File: src/sv/mhpq_pkg.sv
// Shared types, constants and helpers for the max-heap priority queue.
// No dependencies; imported by mhpq_cell and max_heap_priority_queue_core.
package mhpq_pkg;

    localparam int DATA_W       = 32;
    localparam int CNT_W        = 11;   // width of the reported count field
    localparam int IDX_W        = 17;   // node index, wide enough for the largest capacity
    localparam int SH_W         = 5;    // level number / shift amount
    localparam int CAPACITY_DEF = 1024;

    localparam int IN_TDATA_W   = 32;
    localparam int OUT_TDATA_W  = 48;
    localparam int OUT_TUSER_W  = 2;

    localparam logic CMD_INSERT  = 1'b0;
    localparam logic CMD_EXTRACT = 1'b1;

    localparam logic [1:0] ST_OK    = 2'd0;
    localparam logic [1:0] ST_FULL  = 2'd1;
    localparam logic [1:0] ST_EMPTY = 2'd2;

    // token kinds walking down the cell chain
    localparam logic OP_INS = 1'b0;   // top-down insert along the path to the new slot
    localparam logic OP_DN  = 1'b1;   // sift-down after an extract

    localparam logic signed [DATA_W-1:0] EMPTY_VALUE = -32'sd1;

    // request handed from one level to the next
    typedef struct packed {
        logic                      vld;
        logic                      op;
        logic signed [DATA_W-1:0]  val;   // value being carried
        logic [IDX_W-1:0]          node;  // insert: target slot; sift-down: parent node
        logic [IDX_W-1:0]          cnt;   // sift-down: element count
        logic [SH_W-1:0]           sh;    // insert: levels left to the target slot
    } t_tok;

    // write from a level into the level above it
    typedef struct packed {
        logic                      en;
        logic [IDX_W-1:0]          node;
        logic signed [DATA_W-1:0]  data;
    } t_upwr;

    // broadcast read used by extract to fetch root and last element
    typedef struct packed {
        logic                      en;
        logic [IDX_W-1:0]          node;
        logic [SH_W-1:0]           lvl;
    } t_fetch;

    // per-level status back to the controller
    typedef struct packed {
        logic                      done;
        logic signed [DATA_W-1:0]  fdata;
    } t_csts;

    // position of the highest set bit (level of a 1-based node index)
    function automatic logic [SH_W-1:0] msb_pos(input logic [IDX_W-1:0] x);
        logic [SH_W-1:0] r;
        r = '0;
        for (int i = 0; i < IDX_W; i++) begin
            if (x[i]) r = SH_W'(i);
        end
        return r;
    endfunction

endpackage

File: src/sv/mhpq_cell.sv
// One heap level: the level's node storage plus its read/compare/write step.
// Depends on mhpq_pkg; instantiated once per level by the top level.
module mhpq_cell
    import mhpq_pkg::*;
#(
    parameter int LEVEL    = 0,
    parameter int CAPACITY = CAPACITY_DEF
) (
    input  logic   i_clk,
    input  logic   i_rst_n,
    input  t_tok   i_tok,
    output t_tok   o_tok,
    input  t_upwr  i_upwr,
    output t_upwr  o_upwr,
    input  t_fetch i_fetch,
    output t_csts  o_sts
);

    // nodes of this level are 2^LEVEL .. min(2^(LEVEL+1)-1, CAPACITY), stored as sibling pairs
    localparam int TOP_IDX  = (1 << (LEVEL + 1)) - 1;
    localparam int LAST_IDX = (TOP_IDX < CAPACITY) ? TOP_IDX : CAPACITY;
    localparam int HALF     = 1 << ((LEVEL > 0) ? LEVEL - 1 : 0);
    localparam int ROWS     = (LEVEL == 0) ? 1 : (LAST_IDX >> 1) - HALF + 1;
    localparam int RW       = (ROWS > 1) ? $clog2(ROWS) : 1;
    localparam logic [IDX_W-1:0] ROW_MASK = (LEVEL <= 1) ? '0 : IDX_W'(HALF - 1);

    function automatic logic [RW-1:0] row_of(input logic [IDX_W-1:0] i);
        logic [IDX_W-1:0] r;
        r = (i >> 1) & ROW_MASK;
        return r[RW-1:0];
    endfunction

    function automatic logic side_of(input logic [IDX_W-1:0] i);
        return (LEVEL == 0) ? 1'b0 : i[0];
    endfunction

    logic signed [DATA_W-1:0] r_mem_lo [ROWS];
    logic signed [DATA_W-1:0] r_mem_hi [ROWS];
    logic signed [DATA_W-1:0] r_rd_lo, r_rd_hi;

    logic   r_vld, r_ph, r_fside;
    t_tok   r_tok;

    logic                     w_act, w_fhit;
    logic [IDX_W-1:0]         w_ins_node, w_c0, w_c1, w_big_node, w_rd_node;
    logic signed [DATA_W-1:0] w_ins_old, w_big_val;
    logic                     w_ok0, w_ok1, w_pick1, w_grand;
    logic                     w_own_wr, w_pass;
    logic [IDX_W-1:0]         w_own_node;
    t_tok                     w_nxt;
    t_upwr                    w_up;
    logic                     w_wr_en;
    logic [IDX_W-1:0]         w_wr_node;
    logic signed [DATA_W-1:0] w_wr_data;

    // phase 0: row read issued; phase 1: decide and write
    always_ff @(posedge i_clk) begin
        if (!i_rst_n) begin
            r_vld <= 1'b0;
            r_ph  <= 1'b0;
        end else if (i_tok.vld) begin
            r_vld <= 1'b1;
            r_ph  <= 1'b0;
        end else if (r_vld && r_ph) begin
            r_vld <= 1'b0;
        end else if (r_vld) begin
            r_ph  <= 1'b1;
        end
    end

    always_ff @(posedge i_clk) begin
        if (i_tok.vld) r_tok <= i_tok;
        if (w_fhit)    r_fside <= side_of(i_fetch.node);
    end

    assign w_act      = r_vld && r_ph;
    assign w_fhit     = i_fetch.en && ((LEVEL == 0) || (i_fetch.lvl == SH_W'(LEVEL)));
    assign w_ins_node = r_tok.node >> r_tok.sh;
    assign w_c0       = {r_tok.node[IDX_W-2:0], 1'b0};
    assign w_c1       = {r_tok.node[IDX_W-2:0], 1'b1};
    assign w_rd_node  = w_fhit ? i_fetch.node : ((r_tok.op == OP_INS) ? w_ins_node : w_c0);

    // node storage: one write port, one registered read per half
    always_ff @(posedge i_clk) begin
        if (w_wr_en && !side_of(w_wr_node)) r_mem_lo[row_of(w_wr_node)] <= w_wr_data;
        if (w_wr_en &&  side_of(w_wr_node)) r_mem_hi[row_of(w_wr_node)] <= w_wr_data;
        r_rd_lo <= r_mem_lo[row_of(w_rd_node)];
        r_rd_hi <= r_mem_hi[row_of(w_rd_node)];
    end

    assign w_ins_old  = side_of(w_ins_node) ? r_rd_hi : r_rd_lo;
    assign w_ok0      = w_c0 <= r_tok.cnt;
    assign w_ok1      = w_c1 <= r_tok.cnt;
    assign w_pick1    = w_ok1 && ($signed(r_rd_hi) > $signed(r_rd_lo));
    assign w_big_node = w_pick1 ? w_c1 : w_c0;
    assign w_big_val  = w_pick1 ? r_rd_hi : r_rd_lo;
    assign w_grand    = ({w_big_node, 1'b0}) <= {1'b0, r_tok.cnt};

    always_comb begin
        w_own_wr   = 1'b0;
        w_own_node = w_ins_node;
        w_pass     = 1'b0;
        w_nxt      = r_tok;
        w_up       = '0;
        if (w_act) begin
            if (r_tok.op == OP_INS) begin
                if (r_tok.sh == '0) begin
                    w_own_wr = 1'b1;          // reached the new slot
                end else begin
                    w_pass   = 1'b1;
                    w_nxt.sh = r_tok.sh - 1'b1;
                    if ($signed(w_ins_old) < $signed(r_tok.val)) begin
                        w_own_wr  = 1'b1;     // keep the larger, carry the smaller on
                        w_nxt.val = w_ins_old;
                    end
                end
            end else begin
                w_up.en   = 1'b1;
                w_up.node = r_tok.node;
                w_up.data = r_tok.val;
                if (w_ok0 && ($signed(w_big_val) > $signed(r_tok.val))) begin
                    w_up.data = w_big_val;    // promote the larger child
                    if (w_grand) begin
                        w_pass     = 1'b1;
                        w_nxt.node = w_big_node;
                    end else begin
                        w_own_wr   = 1'b1;    // child is a leaf: value settles here
                        w_own_node = w_big_node;
                    end
                end
            end
        end
        w_nxt.vld = w_pass;
    end

    assign w_wr_en   = w_own_wr || i_upwr.en;
    assign w_wr_node = w_own_wr ? w_own_node : i_upwr.node;
    assign w_wr_data = w_own_wr ? r_tok.val  : i_upwr.data;

    assign o_tok       = w_nxt;
    assign o_upwr      = w_up;
    assign o_sts.done  = w_act && !w_pass;
    assign o_sts.fdata = r_fside ? r_rd_hi : r_rd_lo;

endmodule

File: config.mk
export PLATFORM = sky130hd
export DESIGN_NAME = mhpq_cell
export DESIGN_NICKNAME = d
export VERILOG_FILES = /design/src/sv/mhpq_pkg.sv /design/src/sv/mhpq_cell.sv
export SDC_FILE = /design/constraint.sdc
export NUM_CORES = 1
export LEC_CHECK = 0
export ABC_CLOCK_PERIOD_IN_PS = 5850
export BUFFER_PORTS_ARGS = -buffer_cell sky130_fd_sc_hd__buf_4
export CELL_PAD_IN_SITES_DETAIL_PLACEMENT = 0
export CELL_PAD_IN_SITES_GLOBAL_PLACEMENT = 1
export CORE_ASPECT_RATIO = 1.2
export CORE_MARGIN = 4
export CORE_UTILIZATION = 37
export DETAILED_ROUTE_END_ITERATION = 8
export PLACE_DENSITY_LB_ADDON = 0.1
export SYNTH_ARGS = -nofsm -noshare
export SYNTH_HDL_FRONTEND = slang
export SYNTH_SLANG_ARGS = --single-unit
File: constraint.sdc
create_clock -name i_clk -period 5.85 [get_ports i_clk]
set_input_delay 1.17 -clock i_clk [delete_from_list [all_inputs] [get_ports i_clk]]
set_output_delay 1.17 -clock i_clk [all_outputs]
set_load 0.01 [all_outputs]
==> qor.yml, run 1 <==
route:
  wl_um: 20200
  drcViolationCount: 0
  drtPass1Iterations: 5
  postRouteAntennaNets: 0
  wl_per_cell_um: 18.0
  num_vias: 5426
  first_iter_violations: 134
  drt-vias-per-instance: 4.84
place:
  placed_area_sq_um: 9480
  dp.cells: 1090
  dp_hpwl_um: 15000
  portBuffers: 263
  gp_congestion: 0.758
clock_tree:
  clk_latency_ps: 420
  cts.clk_slew.worst_paths_ps: 60
  post_cts_buffers: 0
  numCtsBuffers: 17
  clock-sinks: 138
  cts-root-buf: "clkbuf_16"
  cts_buffer_depth: 2
  cts_tree: "yes"
  cts_max_level: 4
min_path:
  hold_depth: 0
  min_from: "r_mem_lo[0][1]"
  hold_class: "reg -> reg"
  worstHoldEndpoint: "r_rd_lo[1]"
grt:
  grt_usage: 0.180
  grt_pass1_wl_um: 30800
  grt_max_degree: 75
  grt_antenna_before_repair: 0
  grt_pass1_vias: 5738
  overflow: 0
logic_synthesis:
  avgSynthCellArea_sq_um: 12.3
  syn_area_sq_um: 7380
  yosys_warnings: 0
  syn_nets: 813
  seq_area_frac_synth: 0.516
  synth_top_area_frac: 0.423
  async_flop_share: 0
  synth_area_leaders: "edfxtp_1 42%, ha_1 11%, dfxtp_1 9.2%"
  synth_enable_flop_cells: 104
  synth_cell_types: 49
  yosys.area.top_type: "edfxtp_1"
  netlist_instances: 599
  ys.flop_type: "edfxtp_1"
  ys_seq_elements: 138
layout:
  area_growth_pct: 36.5
  design_area_sq_um: 10100
  final_common_cell: "buf_4"
  diodes: 0
  layout-drive-gt1-share: 0.410
  mostFrequentLayoutCells: "266 x buf_4, 104 x edfxtp_1, 66 x ha_1"
  nNetsFinal: 1062
  fin_cells: 1121
timing:
  timing_worst_slew_pin_value_ps: 1050
  max_freq_mhz: 187
  slew_headroom: 0.302
  setup_viol: 0
  skew_ps: 14.1
  holdWs_ps: 336
  rsz0062_at_grt: "false"
  finalHoldViolations: 0
  min_period_over_period: 0.913
  final-max-slew-violation-count: 0
  finalSetupTns_ps: 0
  fin_crit_ps: 5340
critical_path:
  startpoint: "r_tok[37]"
  start_kind: "flop"
  crit_type: "reg -> out"
  rr_worst_depth: 11
  crit_arrival_ps: 4170
  rr_startpoint: "r_tok[54]"
  r2r_setup_slack_ps: 1480
  cp.required_ps: 4680
  cp-end-kind: "output pin"
  critPathMaxFanout: 18
  reg2reg_to: "r_mem_lo[0][1]"
pwr:
  vdd_drop_max_mv: 0.187
  power.density_nw_per_um2: 274
  leakage_nw: 4.69
floorplan:
  initial_utilization: 0.377
  die_h_um: 163
  core_area_sq_um: 19500
  rows: 56
  ios: 304
  die_area_sq_um: 22300
  die_w_um: 137
run:
  drv_cap: 0
outcome:
  status: "completed"
[sequential cells by signal (all words and copies together) (netlist names)]
signal	cells
r_mem_lo	32
r_vld	1
r_rd_lo	32
r_tok	54
o_tok	18
r_ph	1
[cells in the mapped netlist (3+ instances only)]
master	n
nand2b_1	3
nand3_1	4
buf_6	3
edfxtp_1	104
a221oi_1	3
o21ai_0	12
nand2_1	16
nor2b_1	4
o21a_1	3
and2_1	16
mux2_4	7
mux2_2	43
nand4_1	13
nor2_1	43
inv_1	59
a21oi_1	22
clkbuf_1	8
ha_1	66
nor3_1	9
a21o_1	9
dfxtp_1	34
buf_1	3
a211oi_1	5
buf_4	22
mux2i_1	32
mux2_1	29
[cell type report]
cell class / instances / area (sq um)
Timing Repair Buffer: 266 / 2000
Multi-Input combinational cell: 366 / 3130
Fill cell: 1824 / 9480
Sequential cell: 138 / 3800
Clock buffer: 17 / 425
Clock inverter: 14 / 161
Tap cell: 261 / 327
Inverter: 59 / 221
[worst max-delay path: stages, from the launching register on]
cell	delay (ps)
edfxtp_1	460
ha_1	350
nand4_1	200
o221ai_1	360
a21oi_1	80
a41o_1	240
ha_1	270
nand2b_1	100
a211oi_1	80
a211oi_1	230
nor2_1	70
o31a_1	320
or3_4	500
mux2_4	350
buf_4	140
[worst max path at each step]
| stage | endpoint | slack, ps | cells after the start |
|---|---|---|---|
| after detailed placement | o_tok[35] | 600 | 14 |
| after global routing | o_tok[35] | 220 | 15 |
| after CTS | o_tok[35] | 90 | 15 |
| after floorplan | o_tok[30] | 1390 | 16 |
| after global placement | o_tok[36] | 630 | 15 |
| final | o_tok[35] | 510 | 14 |
[cell families (layout without fill, tap and decap cells)]
group                    Yosys count  count (layout)  synth area share
flip-flops                       138             138             0.516
XOR/XNOR                           1               1           0.00119
buffers and inverters             95             356            0.0626
AO/OA/AOI/OAI                     67              67            0.0589
adder cells (fa/ha/maj)           66              66             0.112
AND/OR/NAND/NOR                  121             121            0.0821
multiplexers                     111             111             0.168
[routing by layer]
layer,share of wire,GRT usage
met5,0,0
met4,0.013,0.0472
met3,0.062,0.0479
met2,0.53,0.328
met1,0.40,0.208
[power by group]
group          internal [mW]  switching (mW)  leakage (nW)
Clock                  0.635           0.443         0.278
Sequential              1.13          0.0613          1.30
Combinational          0.252           0.231          3.11
[through the flow]
step | setup WS [ps] | power, mW | util
after floorplan | 1390 | 1.48 | -
after global placement | 625 | 1.69 | 0.485
after detailed placement | 598 | 1.70 | 0.485
after CTS | 85.2 | 2.80 | 0.515
after global routing | 220 | 2.90 | 0.515
final | 512 | 2.76 | 0.515
[repair_timing]
action / 4_1_cts / 5_1_grt
endpoints found under the setup margin: 0 / 17
gates resized for setup: 0 / 2
hold buffers: 0 / 0
Note: power is estimated with default switching activity, not from simulation.
==> inputs of run 2 (changes only) <==
--- a/config.mk
+++ b/config.mk
@@ -9,7 +9,6 @@
 export BUFFER_PORTS_ARGS = -buffer_cell sky130_fd_sc_hd__buf_4
 export CELL_PAD_IN_SITES_DETAIL_PLACEMENT = 0
 export CELL_PAD_IN_SITES_GLOBAL_PLACEMENT = 1
-export CORE_ASPECT_RATIO = 1.2
 export CORE_MARGIN = 4
 export CORE_UTILIZATION = 37
 export DETAILED_ROUTE_END_ITERATION = 8
@@ -17,3 +16,4 @@
 export SYNTH_ARGS = -nofsm -noshare
 export SYNTH_HDL_FRONTEND = slang
 export SYNTH_SLANG_ARGS = --single-unit
+export TNS_END_PERCENT = 1
==> run 2 against run 1 <==
Global-route usage shrank 0.12 points. Cell area grew 0.26%. Via count grew 0.55%. Register-to-register slack gained 40 ps. Non-clock buffer count is the same. Cell count grew 0.36%. Critical path type unchanged. Critical endpoint unchanged.
==> qor.yml, run 2 (synthesized netlist as in run 1, its figures left out) <==
outcome:
  status: "completed"
clock_tree:
  cts-root-buf: "clkbuf_16"
  numCtsBuffers: 17  # unchanged
  cts_buffer_depth: 2  # unchanged
  clock-sinks: 138  # unchanged
  cts_max_level: 4  # unchanged
  clk_latency_ps: 420  # about the same
  cts.clk_slew.worst_paths_ps: 60  # about the same
  cts_tree: "yes"
  post_cts_buffers: 0  # unchanged
timing:
  final-max-slew-violation-count: 0  # unchanged
  fin_crit_ps: 5630  # +295 ps
  rsz0062_at_grt: "false"
  finalHoldViolations: 0  # unchanged
  setup_viol: 0  # unchanged
  skew_ps: 12.9  # -1.19 ps
  min_period_over_period: 0.963  # +0.0505
  finalSetupTns_ps: 0  # unchanged
  setup_ws_ps: 216  # -295 ps
  timing_worst_slew_pin_value_ps: 1040  # -10.4 ps
  max_freq_mhz: 178  # -5.2%
  slew_headroom: 0.309  # +0.00696
route:
  wl_um: 20300  # +0.37%
  num_vias: 5456  # +0.55%
  postRouteAntennaNets: 0  # unchanged
  drtPass1Iterations: 4  # -1
  drt-vias-per-instance: 4.85  # +0.20%
  wl_per_cell_um: 18.1  # about the same
  drcViolationCount: 0  # unchanged
  first_iter_violations: 168  # +25%
critical_path:
  crit_path_top_delay_cell: "or3_2"
  crit_type: "reg -> out"
  critPathMaxFanout: 18  # unchanged
  cp.required_ps: 4680  # about the same
  critPathBufInv: 1  # unchanged
  rr_worst_depth: 11  # unchanged
  crit_chain: "ha_1 > a21o_1 > a221oi_1 > o21ai_0 > a21oi_1 > a41o_1 > ha_1 > nand2b_1 > a211oi_1 > a211oi_1 > nor2_1 > o31a_1 > or3_2 > mux2_4 > buf_4"
  start_kind: "flop"
  worst-path-stages: 15  # +1
  path_delay_family: "compound AO/OA/AOI/OAI gates"
  slowest_delay_ps: 710  # +210 ps
  cp-end-kind: "output pin"
  crit_arrival_ps: 4460  # +290 ps
run:
  drv_cap: 0  # unchanged
place:
  portBuffers: 263  # unchanged
  post-place-ws_ps: 551  # -46.8 ps
  gp_congestion: 0.776  # +2.4%
  dp_hpwl_um: 15000  # about the same
  dp.cells: 1094  # +0.37%
layout:
  regMostFlops: "r_tok"
  diodes: 0  # unchanged
  largest_register_ffs: 54  # unchanged
  largestRegisters: "r_tok (54), r_mem_lo (32), r_rd_lo (32)"
  post-route-util: 0.517  # +0.00194
  fin_cells: 1125  # +0.36%
  nNetsFinal: 1062  # unchanged
  area_growth_pct: 36.8
  final_common_cell: "buf_4"
  layout-drive-gt1-share: 0.410  # unchanged
  mostFrequentLayoutCells: "266 x buf_4, 104 x edfxtp_1, 66 x ha_1"
floorplan:
  die_area_sq_um: 22300  # about the same
  rows: 51  # -8.9%
  ios: 304  # unchanged
  die_w_um: 149  # +9.0%
  die_h_um: 149  # -8.3%
  initial_utilization: 0.378  # +0.000435
  core_area_sq_um: 19500  # -0.12%
pwr:
  power.density_nw_per_um2: 277  # +1.2%
  vdd_drop_max_mv: 0.173  # -7.4%
  leakage_nw: 4.70  # +0.29%
grt:
  grt_usage: 0.179  # -0.00125
  grt_pass1_wl_um: 30900  # +0.47%
  grt_pass1_vias: 5796  # +1.0%
  grt_antenna_before_repair: 0  # unchanged
  overflow: 0  # unchanged
  grt_max_degree: 75  # unchanged
min_path:
  hold_class: "reg -> reg"
  hold_depth: 0  # unchanged
[run 2: cell count changes in the layout (fill, tap and decap cells not counted), sizes merged]
cell,change
bufinv,+1
clkinv,+1
clkinvlp,-1
inv,-1
[run 2: power by group]
group / switching, mW / internal (mW) / total [mW] / leakage, nW
Clock: 0.438 / 0.679 / 1.12 / 0.293
Sequential: 0.0628 / 1.13 / 1.20 / 1.30
Combinational: 0.231 / 0.251 / 0.482 / 3.11
Total: 0.732 / 2.06 / 2.79 / 4.70
[run 2: worst paths after layout]
path | slack (ps) | endpoint | from
max reg2reg | 1520 | r_mem_lo[0][16] | r_tok[54]
min reg2reg | 340 | r_rd_lo[18] | r_mem_lo[0][18]
max | 220 | o_tok[35] | r_tok[24]
min | 340 | r_rd_lo[18] | r_mem_lo[0][18]
[run 2: layout make-up]
class	instances	area [sq um]
multi-input cells	366	3130
fillers	1813	9430
clock inverters	14	186
clock buffers	17	425
flip-flops and latches	138	3800
repair buffers	266	2000
well taps	265	332
inverters	59	221
[run 2: per-stage QoR]
step	area, sq um	total power, mW	hold WS (ps)
floorplan	7380	1.48	323
global placement	9480	1.69	324
detailed placement	9480	1.70	327
CTS	10100	2.83	341
global route	10100	2.94	347
finish	10100	2.79	340
[run 2: repair_timing]
action                     4_1_cts  5_1_grt
gates resized for setup          0        1
hold buffers                     0        0
setup endpoints to repair        0       17
[run 2: worst register-to-register path, delay by kind of cell (launching register included)]
kind	cells	cell delay (ps)
AND/OR/NAND/NOR	3	1470
flip-flops	1	390
AO/OA/AOI/OAI	5	1380
buffers and inverters	2	400
adder cells (fa/ha/maj)	1	310
[run 2: per-layer routing]
metal,wire length (um),GRT usage
met3,1340,0.0507
met4,425,0.0600
met2,10300,0.319
met1,8290,0.206
met5,0,0
